<file path="config.mk">
export PLATFORM = sky130hd
export DESIGN_NAME = millisecond_deadline_timer_unit
export DESIGN_NICKNAME = d
export VERILOG_FILES = /design/src/hw/rtl/mdt_pkg.sv /design/src/hw/rtl/millisecond_deadline_timer_unit.sv /design/src/hw/rtl/mdt_divider.sv
export SDC_FILE = /design/constraint.sdc
export NUM_CORES = 2
export LEC_CHECK = 0
export BUFFER_PORTS_ARGS = -buffer_cell sky130_fd_sc_hd__buf_4
export CORE_MARGIN = 2
export CORE_UTILIZATION = 40
export DETAILED_ROUTE_END_ITERATION = 10
export PLACE_DENSITY_LB_ADDON = 0.15
export SYNTH_ARGS = -nofsm -noshare
export SYNTH_HDL_FRONTEND = slang
export SYNTH_HIERARCHICAL = 1
export SYNTH_SLANG_ARGS = --single-unit
</file>
<file path="constraint.sdc">
create_clock -name clock -period 14.95 [get_ports clock]
set_clock_uncertainty 0.05 [all_clocks]
set_input_delay 1.495 -clock clock [delete_from_list [all_inputs] [get_ports clock]]
set_output_delay 1.495 -clock clock [all_outputs]
set_load 0.01 [all_outputs]
</file>
<file path="src/hw/rtl/mdt_pkg.sv">
package mdt_pkg;

   localparam int DIVIDEND_W = 32;
   localparam int DIVISOR_W  = 20;
   localparam int TICK_W     = 48;
   localparam int READING_W  = 16;
   localparam int SECS_W     = 23;
   localparam int USECS_W    = 20;

   localparam logic [20:0]          TICKS_PER_SEC = 21'd1193180;
   localparam logic [9:0]           MS_PER_SEC    = 10'd1000;
   localparam logic [DIVISOR_W-1:0] US_PER_SEC    = 20'd1000000;
   localparam logic [7:0]           SCALE_A_MUL   = 8'd193;
   localparam logic [7:0]           SCALE_B_MUL   = 8'd180;
   localparam logic [READING_W-1:0] RELOAD_RESET  = 16'd11932;

   localparam logic KIND_START = 1'b0;
   localparam logic KIND_CHECK = 1'b1;

   typedef struct packed {
      logic                  kind;
      logic [31:0]           duration_ms;
      logic [READING_W-1:0]  counter_reading;
   } req_payload_type;

   typedef struct packed {
      logic               running;
      logic [TICK_W-1:0]  elapsed_ticks;
   } rsp_payload_type;

   typedef struct packed {
      logic                   start;
      logic [DIVIDEND_W-1:0]  dividend;
      logic [DIVISOR_W-1:0]   divisor;
   } div_cmd_type;

   typedef struct packed {
      logic                   done;
      logic [DIVIDEND_W-1:0]  quotient;
      logic [DIVISOR_W-1:0]   remainder;
   } div_status_type;

   typedef enum logic [2:0] {
      ST_IDLE,
      ST_DIV,
      ST_MUL,
      ST_SCALE_A,
      ST_SCALE_B,
      ST_SUM,
      ST_CHECK,
      ST_DONE
   } mdt_state_type;

endpackage

</file>
<file path="src/hw/rtl/millisecond_deadline_timer_unit.sv">
// Start transfer: three runs of the shared radix-4 divider, started on accept,
// in ST_SCALE_A and in ST_SCALE_B; ST_SUM and then ST_DONE load the result.
// Check transfer: ST_CHECK, then ST_DONE loads the result.
// One item at a time; a pending result does not block the next accept.
// Synchronous active-high reset: reload value 11932, timer expired with zero
// elapsed ticks, last reading zero, no result pending.
module millisecond_deadline_timer_unit
   import mdt_pkg::*;
(
   input  logic                  clock,
   input  logic                  reset,
   input  logic                  req_valid,
   output logic                  req_stall,
   input  req_payload_type       req_payload,
   output logic                  rsp_valid,
   input  logic                  rsp_stall,
   output rsp_payload_type       rsp_payload,
   input  logic                  csr_write_enable,
   input  logic [READING_W-1:0]  csr_write_data
);

   mdt_state_type          state_ff, state_in;
   mdt_state_type          after_ff, after_in;
   logic [READING_W-1:0]   reload_ff, reload_in;
   logic [READING_W-1:0]   last_ff, last_in;
   logic [TICK_W-1:0]      elapsed_ff, elapsed_in;
   logic [TICK_W-1:0]      target_ff, target_in;
   logic [READING_W-1:0]   reading_ff, reading_in;
   logic [TICK_W-1:0]      acc_ff, acc_in;
   logic [USECS_W-1:0]     usecs_ff, usecs_in;
   logic                   rsp_valid_ff, rsp_valid_in;
   rsp_payload_type        rsp_ff, rsp_in;

   div_cmd_type            div_cmd;
   div_status_type         div_status;

   logic                   req_take;
   logic                   rsp_free;
   logic [SECS_W+20:0]     secs_prod;
   logic [USECS_W-1:0]     usecs_calc;
   logic [27:0]            scale_a_prod;
   logic [27:0]            scale_b_prod;
   logic [READING_W-1:0]   diff;
   logic [READING_W-1:0]   delta;
   logic [TICK_W:0]        sum_wide;
   logic [TICK_W-1:0]      elapsed_sat;

   mdt_divider u_divider (
      .clock  (clock),
      .reset  (reset),
      .cmd    (div_cmd),
      .status (div_status)
   );

   assign req_take     = req_valid && !req_stall;
   assign rsp_free     = !rsp_valid_ff || !rsp_stall;
   assign secs_prod    = div_status.quotient[SECS_W-1:0] * TICKS_PER_SEC;
   assign usecs_calc   = div_status.remainder[9:0] * MS_PER_SEC;
   assign scale_a_prod = usecs_ff * SCALE_A_MUL;
   assign scale_b_prod = usecs_ff * SCALE_B_MUL;

   always_comb begin
      diff = READING_W'(reading_ff - last_ff);
      if (reading_ff > last_ff) begin
         delta = (reload_ff >= diff) ? READING_W'(reload_ff - diff) : '0;
      end else begin
         delta = READING_W'(last_ff - reading_ff);
      end
      sum_wide    = {1'b0, elapsed_ff} + (TICK_W + 1)'(delta);
      elapsed_sat = sum_wide[TICK_W] ? '1 : sum_wide[TICK_W-1:0];
   end

   always_comb begin
      state_in     = state_ff;
      after_in     = after_ff;
      reload_in    = csr_write_enable ? csr_write_data : reload_ff;
      last_in      = last_ff;
      elapsed_in   = elapsed_ff;
      target_in    = target_ff;
      reading_in   = reading_ff;
      acc_in       = acc_ff;
      usecs_in     = usecs_ff;
      rsp_in       = rsp_ff;
      rsp_valid_in = rsp_valid_ff && rsp_stall;
      div_cmd      = '{start: 1'b0, dividend: req_payload.duration_ms,
                       divisor: DIVISOR_W'(MS_PER_SEC)};
      unique case (state_ff)
         ST_IDLE: begin
            if (req_take) begin
               reading_in = req_payload.counter_reading;
               if (req_payload.kind == KIND_START) begin
                  div_cmd.start = 1'b1;
                  after_in      = ST_MUL;
                  state_in      = ST_DIV;
               end else begin
                  state_in = ST_CHECK;
               end
            end
         end
         ST_DIV: begin
            if (div_status.done) begin
               state_in = after_ff;
            end
         end
         ST_MUL: begin
            acc_in   = TICK_W'(secs_prod);
            usecs_in = usecs_calc;
            state_in = ST_SCALE_A;
         end
         ST_SCALE_A: begin
            acc_in           = acc_ff + TICK_W'(usecs_ff);
            div_cmd.start    = 1'b1;
            div_cmd.dividend = DIVIDEND_W'(scale_a_prod);
            div_cmd.divisor  = DIVISOR_W'(MS_PER_SEC);
            after_in         = ST_SCALE_B;
            state_in         = ST_DIV;
         end
         ST_SCALE_B: begin
            acc_in           = acc_ff + TICK_W'(div_status.quotient);
            div_cmd.start    = 1'b1;
            div_cmd.dividend = DIVIDEND_W'(scale_b_prod);
            div_cmd.divisor  = US_PER_SEC;
            after_in         = ST_SUM;
            state_in         = ST_DIV;
         end
         ST_SUM: begin
            target_in  = acc_ff + TICK_W'(div_status.quotient);
            elapsed_in = '0;
            last_in    = reading_ff;
            state_in   = ST_DONE;
         end
         ST_CHECK: begin
            if (elapsed_ff < target_ff) begin
               elapsed_in = elapsed_sat;
               last_in    = reading_ff;
            end
            state_in = ST_DONE;
         end
         ST_DONE: begin
            if (rsp_free) begin
               rsp_in.running       = (elapsed_ff < target_ff);
               rsp_in.elapsed_ticks = elapsed_ff;
               rsp_valid_in         = 1'b1;
               state_in             = ST_IDLE;
            end
         end
         default: begin
            state_in = ST_IDLE;
         end
      endcase
   end

   always_ff @(posedge clock) begin
      if (reset) begin
         state_ff     <= ST_IDLE;
         after_ff     <= ST_IDLE;
         reload_ff    <= RELOAD_RESET;
         last_ff      <= '0;
         elapsed_ff   <= '0;
         target_ff    <= '0;
         rsp_valid_ff <= 1'b0;
      end else begin
         state_ff     <= state_in;
         after_ff     <= after_in;
         reload_ff    <= reload_in;
         last_ff      <= last_in;
         elapsed_ff   <= elapsed_in;
         target_ff    <= target_in;
         rsp_valid_ff <= rsp_valid_in;
      end
      reading_ff <= reading_in;
      acc_ff     <= acc_in;
      usecs_ff   <= usecs_in;
      rsp_ff     <= rsp_in;
   end

   assign req_stall   = (state_ff != ST_IDLE);
   assign rsp_valid   = rsp_valid_ff;
   assign rsp_payload = rsp_ff;

   a_accept_leaves_idle: assert property (@(posedge clock) disable iff (reset)
      req_take |=> state_ff != ST_IDLE)
      else $error("accepted transfer did not start work");

   a_done_only_in_div: assert property (@(posedge clock) disable iff (reset)
      div_status.done |-> state_ff == ST_DIV)
      else $error("divider finished outside a divide step");

   a_start_clears: assert property (@(posedge clock) disable iff (reset)
      state_ff == ST_SUM |=> elapsed_ff == '0 && last_ff == $past(reading_ff))
      else $error("start did not clear the elapsed count");

   a_result_from_done: assert property (@(posedge clock) disable iff (reset)
      $rose(rsp_valid_ff) |-> $past(state_ff) == ST_DONE)
      else $error("result loaded outside the done step");

   a_check_no_target_change: assert property (@(posedge clock) disable iff (reset)
      state_ff == ST_CHECK |=> $stable(target_ff))
      else $error("check changed the target");

endmodule

</file>
<file path="src/hw/rtl/mdt_divider.sv">
module mdt_divider
   import mdt_pkg::*;
(
   input  logic            clock,
   input  logic            reset,
   input  div_cmd_type     cmd,
   output div_status_type  status
);

   localparam int STEPS   = DIVIDEND_W / 2;
   localparam int COUNT_W = $clog2(STEPS);

   logic                   busy_ff, busy_in;
   logic                   done_ff, done_in;
   logic [COUNT_W-1:0]     count_ff, count_in;
   logic [DIVIDEND_W-1:0]  quo_ff, quo_in;
   logic [DIVISOR_W-1:0]   rem_ff, rem_in;
   logic [DIVISOR_W-1:0]   div_ff, div_in;

   logic [DIVISOR_W:0]     trial_a, trial_b;
   logic [DIVISOR_W-1:0]   rem_a, rem_b;
   logic                   bit_a, bit_b;

   always_comb begin
      trial_a = {rem_ff, quo_ff[DIVIDEND_W-1]};
      bit_a   = (trial_a >= {1'b0, div_ff});
      rem_a   = bit_a ? DIVISOR_W'(trial_a - {1'b0, div_ff}) : trial_a[DIVISOR_W-1:0];
      trial_b = {rem_a, quo_ff[DIVIDEND_W-2]};
      bit_b   = (trial_b >= {1'b0, div_ff});
      rem_b   = bit_b ? DIVISOR_W'(trial_b - {1'b0, div_ff}) : trial_b[DIVISOR_W-1:0];
   end

   always_comb begin
      busy_in  = busy_ff;
      done_in  = 1'b0;
      count_in = count_ff;
      quo_in   = quo_ff;
      rem_in   = rem_ff;
      div_in   = div_ff;
      if (cmd.start) begin
         busy_in  = 1'b1;
         count_in = '0;
         quo_in   = cmd.dividend;
         rem_in   = '0;
         div_in   = cmd.divisor;
      end else if (busy_ff) begin
         quo_in   = {quo_ff[DIVIDEND_W-3:0], bit_a, bit_b};
         rem_in   = rem_b;
         count_in = COUNT_W'(count_ff + 1'b1);
         if (count_ff == COUNT_W'(STEPS - 1)) begin
            busy_in = 1'b0;
            done_in = 1'b1;
         end
      end
   end

   always_ff @(posedge clock) begin
      if (reset) begin
         busy_ff  <= 1'b0;
         done_ff  <= 1'b0;
         count_ff <= '0;
      end else begin
         busy_ff  <= busy_in;
         done_ff  <= done_in;
         count_ff <= count_in;
      end
      quo_ff <= quo_in;
      rem_ff <= rem_in;
      div_ff <= div_in;
   end

   assign status.done      = done_ff;
   assign status.quotient  = quo_ff;
   assign status.remainder = rem_ff;

   a_start_idle: assert property (@(posedge clock) disable iff (reset)
      cmd.start |-> !busy_ff)
      else $error("divider started while busy");

   a_done_after_busy: assert property (@(posedge clock) disable iff (reset)
      done_ff |-> $past(busy_ff) && !busy_ff)
      else $error("divider done without a finished run");

endmodule
</file>
Word level (Yosys, flattened, before mapping)
Index checks and enable logic that the tools add are counted.
{"block": "totals", "register_bits": 343, "in_bits": 70, "out_inout_bits": 51, "elab_cells": 101}
{"block": "op_classes", "n_addsub": 9, "multipliers": 4, "magnitude_cmp": 5, "eq_ne": 13, "muxes": 30, "bitwise": 1, "n_reduce_logical": 21}
{"cell": "48-bit case mux with 3 select lines", "count": 1}
{"cell": "52-bit case mux with 2 select lines", "count": 1}
{"cell": "48-bit two-way mux", "count": 2}
{"cell": "48-bit case mux with 2 select lines", "count": 1}
{"cell": "32-bit two-way mux", "count": 2}
{"cell": "48-bit by 16-bit adder with 49-bit output", "count": 1}
{"cell": "48-bit by 20-bit adder with 48-bit output", "count": 1}
{"cell": "48-bit by 32-bit adder with 48-bit output", "count": 1}
{"cell": "48-bit < comparator", "count": 1}
{"cell": "16-bit two-way mux", "count": 3}
{"cell": "16-bit subtractor", "count": 3}
{"cell": "21-bit by 20-bit >= comparator with 1-bit output", "count": 2}
{"cell": "23-bit by 19-bit multiplier with 42-bit output (second input constant)", "count": 1}
{"cell": "20-bit two-way mux", "count": 2}
{"cell": "20-bit subtractor", "count": 2}
{"cell": "16-bit case mux with 2 select lines", "count": 1}
{"cell": "17-bit by 8-bit multiplier with 25-bit output (second input constant)", "count": 1}
{"cell": "17-bit by 6-bit multiplier with 23-bit output (second input constant)", "count": 1}
{"cell": "3-bit two-way mux", "count": 6}
{"cell": "3-bit case mux with 6 select lines", "count": 1}
{"cell": "10-bit by 7-bit multiplier with 17-bit output (second input constant)", "count": 1}
{"cell": "16-bit >= comparator", "count": 1}
{"cell": "16-bit greater-than comparator", "count": 1}
{"cell": "3-bit equality test (second input constant)", "count": 4}
{"cell": "20 further kinds", "count": 42}

Longest topological paths before layout
{"block": "logic_depth", "depth_word": 8, "depth_mapped": 35}

Hierarchy
Netlist, hierarchy kept.
{"mod": "millisecond_deadline_timer_unit", "n_inst": 1, "cells_per_inst": 3424, "area_per_inst_um2": 30815.8, "seq_area_each_um2": 6606.3}
{"mod": "mdt_divider", "n_inst": 1, "cells_per_inst": 541, "area_per_inst_um2": 5413.9, "seq_area_each_um2": 2082.0}

Worst setup path after synthesis
Ideal clock, no wire load.
{"block": "synth_path", "path_kind": "flip-flop to flip-flop", "startpoint": "register last_ff[1]", "endpoint": "register elapsed_ff[31]", "t_arrival_ns": 6.518, "path_slack_ns": 8.290, "stages_incl_launch_ff": 32, "n_path_buf": 2, "path_cell_list": "dfxtp_1 -> inv_1 -> ha_1 -> nor2b_1 -> o21ai_0 -> a21boi_0 -> o21a_1 -> or3_1 -> a31oi_1 -> xor2_1 -> ha_1 -> and4_1 -> a2111oi_0 -> nor2_1 -> o41ai_2 -> a31oi_1 -> o21a_1 -> o21ai_2 -> buf_2 -> o22ai_1 -> ha_1 -> nor2b_1 -> o21ai_1 -> a21boi_0 -> o21ai_1 -> a211oi_2 -> o21ai_2 -> and2_1 -> clkbuf_1 -> or4b_2 -> o21a_1 -> o32ai_1"}
{"block": "synth_between", "elab_chain_cells": 8, "word_cells_on_any_way": 11, "cone_classes": "4 x add/sub; 2 x order compare; 5 x mux"}
{"item": "start, declared", "line": "millisecond_deadline_timer_unit.sv:25", "rtl": "logic [READING_W-1:0] last_ff, last_in;"}
{"item": "start signal, assigned", "line": "millisecond_deadline_timer_unit.sv:166", "rtl": "last_ff <= last_in;"}
{"item": "16-bit subtractor", "line": "millisecond_deadline_timer_unit.sv:63", "rtl": "diff = READING_W'(reading_ff - last_ff);"}
{"item": "16-bit subtractor or 16-bit >= comparator (tied branches)", "line": "millisecond_deadline_timer_unit.sv:65", "rtl": "delta = (reload_ff >= diff) ? READING_W'(reload_ff - diff) : '0;"}
{"item": "16-bit two-way mux", "line": "millisecond_deadline_timer_unit.sv:65"}
{"item": "16-bit two-way mux (*)", "line": "millisecond_deadline_timer_unit.sv:64", "rtl": "if (reading_ff > last_ff) begin"}
{"item": "48-bit by 16-bit adder with 49-bit output (*)", "line": "millisecond_deadline_timer_unit.sv:69", "rtl": "sum_wide = {1'b0, elapsed_ff} + (TICK_W + 1)'(delta);"}
{"item": "48-bit two-way mux (*)", "line": "millisecond_deadline_timer_unit.sv:70", "rtl": "elapsed_sat = sum_wide[TICK_W] ? '1 : sum_wide[TICK_W-1:0];"}
{"item": "48-bit two-way mux (*)", "line": "millisecond_deadline_timer_unit.sv:133", "rtl": "if (elapsed_ff < target_ff) begin"}
{"item": "48-bit case mux with 2 select lines (*)", "line": "millisecond_deadline_timer_unit.sv:87", "rtl": "unique case (state_ff)"}
{"item": "end signal, assigned", "line": "millisecond_deadline_timer_unit.sv:167", "rtl": "elapsed_ff <= elapsed_in;"}
{"item": "end, declared", "line": "millisecond_deadline_timer_unit.sv:26", "rtl": "logic [TICK_W-1:0] elapsed_ff, elapsed_in;"}
Mark *: on every way between the ends. The rest lies on a longest branch, timed or not. The select of a mux whose other input is x is not followed.
A chain may end at the register's enable or synchronous reset.

Final worst setup path
{"block": "layout_path", "startpoint": "register last_ff[1]", "endpoint": "register elapsed_ff[43]"}
Same word-level chain as after synthesis.

==> Implementation_results.wiki <==
{| class="wikitable"
! Metric !! Value
|-
| Result of the run || finished clean
|-
| Quantity of hold-fixing buffers added after cts || 0
|-
| Setup fix buffers added after clock tree synthesis || 0
|-
| Max-slew violations || 0
|-
| Number of core rows || 110
|-
| Inserted Diodes || 0
|-
| Kind of end point of the critical path || register
|-
| Number of port buffers || 120
|-
| CTS clk-pin slew, worst paths || roughly 0.06 ns
|-
| Setup_tns || 0 ns
|-
| Antenna-violating nets left || 0
|-
| Mean Syn Cell Area || between 9 and 10 µm²
|-
| Source-to-sink clock delay at the later pin of the worst-skew pair || approximately 0.64 ns
|-
| Global routing usage on met2 || about a third
|-
| Pin count of the biggest net entering global routing || 72
|-
| NumNets Final || ~4900
|-
| Crit path largest cell delay || between 0.6 and 0.7 ns
|-
| Final critical-path share of the clock period || between 50% and 60%
|-
| Terminus of the critical flop-to-flop path || elapsed_ff[43]
|-
| Maximum level of the CTS H-tree || 2
|-
| Hold crit path type || register to register
|-
| Library cell contributing the largest single delay on the critical path || o21ai_1
|-
| Category of the critical setup timing path || register to register
|-
| Cells after Synth || ~4000
|-
| Area growth from synthesis to layout || 9.99%
|-
| Core footprint || 89900 µm²
|-
| Maximum Capacitance Violations || 0
|-
| Commonest non-fill, non-tap cells in the layout || 576 x inv_1, 546 x ha_1, 273 x a21oi_1
|-
| Final hold violations || 0
|-
| Share of final-layout standard cells stronger than drive strength 1 || under 10%
|-
| Post-synthesis instance area || approximately 36000 µm²
|-
| TritonCTS clock tree || built
|-
| Worst-case reg-to-reg path depth || 29
|-
| Area taken by flip-flops and latches || approximately 8700 µm²
|-
| Finished Core Util || roughly 44%
|-
| Clock Sinks || between 300 and 400
|-
| GRT busiest layer || met2
|-
| Die Outline Area || 93000 µm²
|-
| Critical path data arrival time || between 8 and 9 ns
|-
| Crit path required time || roughly 15 ns
|-
| Cells on Worst Hold Path || 2
|-
| Synth Flop Type || edfxtp_1
|-
| Die Wd || just over 300 µm
|-
| Yosys warning total || 6
|-
| Post-synthesis async set-or-reset flop share || 0%
|-
| Number of global-route vias before repair || ~28000
|-
| RSZ-0062 raised after global routing || no
|-
| Worst setup SP type || register
|-
| CTS buffer count || 45
|-
| Count of cells resized by post-cts repair || 0
|-
| Distinct cell type count of the synthesized netlist || about 100
|-
| Vias || ~28000
|-
| Root buffer cell || clkbuf_16
|-
| Detail Placement HPWL || roughly 80000 µm
|-
| DRC violation count after routing || 0
|-
| Number of setup violations in the final report || 0
|-
| Fill cell instance count of the final layout || ~9000
|-
| Reg-to-Reg Start || last_ff[1]
|-
| Global-route met3 utilization || about 2.9%
|-
| Global-route wire length before repair || between 150000 and 200000 µm
|-
| Vias per Instance || around 5.4
|-
| Effective utilization at floorplan || about two fifths
|-
| Start point of the worst hold path || target_ff[28]
|-
| Most frequent standard cell in the layout excluding fill and tap cells || inv_1
|-
| Iter 0 DRT Violations || between 1500 and 2000
|-
| Number of enable-type register cells in the synthesized netlist || ~180
|-
| Total grt overflow || 0
|-
| Antenna violations before repair || 2
|-
| Area of the multi-input gates || approximately 25000 µm²
|-
| Detailed Routing Iterations Pass 1 || 5
|-
| Sequential fraction of the synthesis area || 24.0%
|-
| Total detailed-routing wirelength || 102000 µm
|-
| Worst hold slack after final layout || between 0.4 and 0.5 ns
|-
| Met1 global-route usage || a little under a third
|-
| Number of placed I/O pins || between 100 and 150
|-
| Hold EP || target_ff[28]
|-
| Bufs on Longest Clock Path || 3
|-
| Routed len/inst || 19.4 µm
|-
| Seq cells post-synth || ~340
|-
| Slack of the worst reg-to-reg path || approximately 7.0 ns
|-
| Die height || around 300 µm
|-
| Worst-path fanout max || 17
|-
| Slew HR || 24.0%
|-
| Global placer's final weighted congestion || ~0.9
|-
| Global-route usage over all layers || around 22%
|-
| Fin crit period || 7.92 ns
|-
| Max frequency || between 100 and 150 MHz
|-
| Worst Max-Slew Pin Slew || about 1.1 ns
|}
Yosys cell counts (all sizes together), types with 101 or more instances:
master / count / area [µm²]
xor2: 101 / 885
nand2: 275 / 1040
fa: 227 / 4540
xnor2: 122 / 1070
edfxtp: 182 / 5470
ha: 546 / 6830
inv: 577 / 2170
a21o: 119 / 901
nor2: 198 / 746
o21ai: 203 / 1030
a21oi: 277 / 1400
dfxtp: 161 / 3220
state kept, by name, summed over array words and instances (netlist names), 3 cells and up:
name / count
u_divider/rem_ff: 20
acc_ff: 48
u_divider/quo_ff: 32
last_ff: 16
after_ff: 3
reload_ff: 16
target_ff: 48
usecs_ff: 17
rsp_payload: 49
u_divider/div_ff: 20
elapsed_ff: 48
reading_ff: 16
state_ff: 3
u_divider/count_ff: 4
critical path, delay by kind of cell, from the launching register on:
family / cells / cell delay, ns
AOI/OAI and AO/OA: 19 / 4.81
adders and majority gates: 3 / 0.94
DFF: 1 / 0.40
xor gates and xnor gates: 1 / 0.17
buffers and inverters: 1 / 0.11
and+or+nand+nor: 5 / 1.27
through the flow:
step	cell area, µm²	cells	setup slack, ns
3_5_place_dp	38400	5168	7.06
3_3_place_gp	38400	5168	7.26
2_1_floorplan	36300	3974	8.29
4_1_cts	39900	5251	7.02
6_report	39900	5251	7.03
5_1_grt	39900	5251	6.33
kinds of logic after synthesis:
logic type,share of synthesized area (%)
compound gates,18.6
xor+xnor,5.39
fa+ha+maj,31.4
buf+inv,7.45
flops,24.0
mux,1.76
other cells,0.0207
simple gates,11.4
metal layers:
| metal | share of wire (%) | vias to the layer above |
|---|---|---|
| li1 | - | 14100 |
| met1 | 49 | 13500 |
| met2 | 45 | 528 |
| met3 | 4.7 | 121 |
| met4 | 2.0 | 2 |
| met5 | 0.0088 | - |
area by class of cell:
class / instances / share of cell area (%)
inverters: 577 / 5.43
clock inverters: 20 / 0.619
repair buffers: 146 / 2.75
well taps: 1176 / 3.69
flip-flops and latches: 343 / 21.8
clock buffers: 63 / 3.12
multi-input cells: 2926 / 62.6
worst max-delay path by stage:
stage | depth (start not counted) | end | start
2_1_floorplan | 31 | elapsed_ff[31] | last_ff[1]
3_3_place_gp | 29 | elapsed_ff[43] | last_ff[1]
3_5_place_dp | 29 | elapsed_ff[43] | last_ff[1]
4_1_cts | 29 | elapsed_ff[43] | last_ff[1]
5_1_grt | 29 | elapsed_ff[43] | last_ff[1]
6_report | 29 | elapsed_ff[43] | last_ff[1]
Power is left out: the tool's default activity adds up to more than one toggle a clock period on the data nets, which glitch-free logic cannot reach.
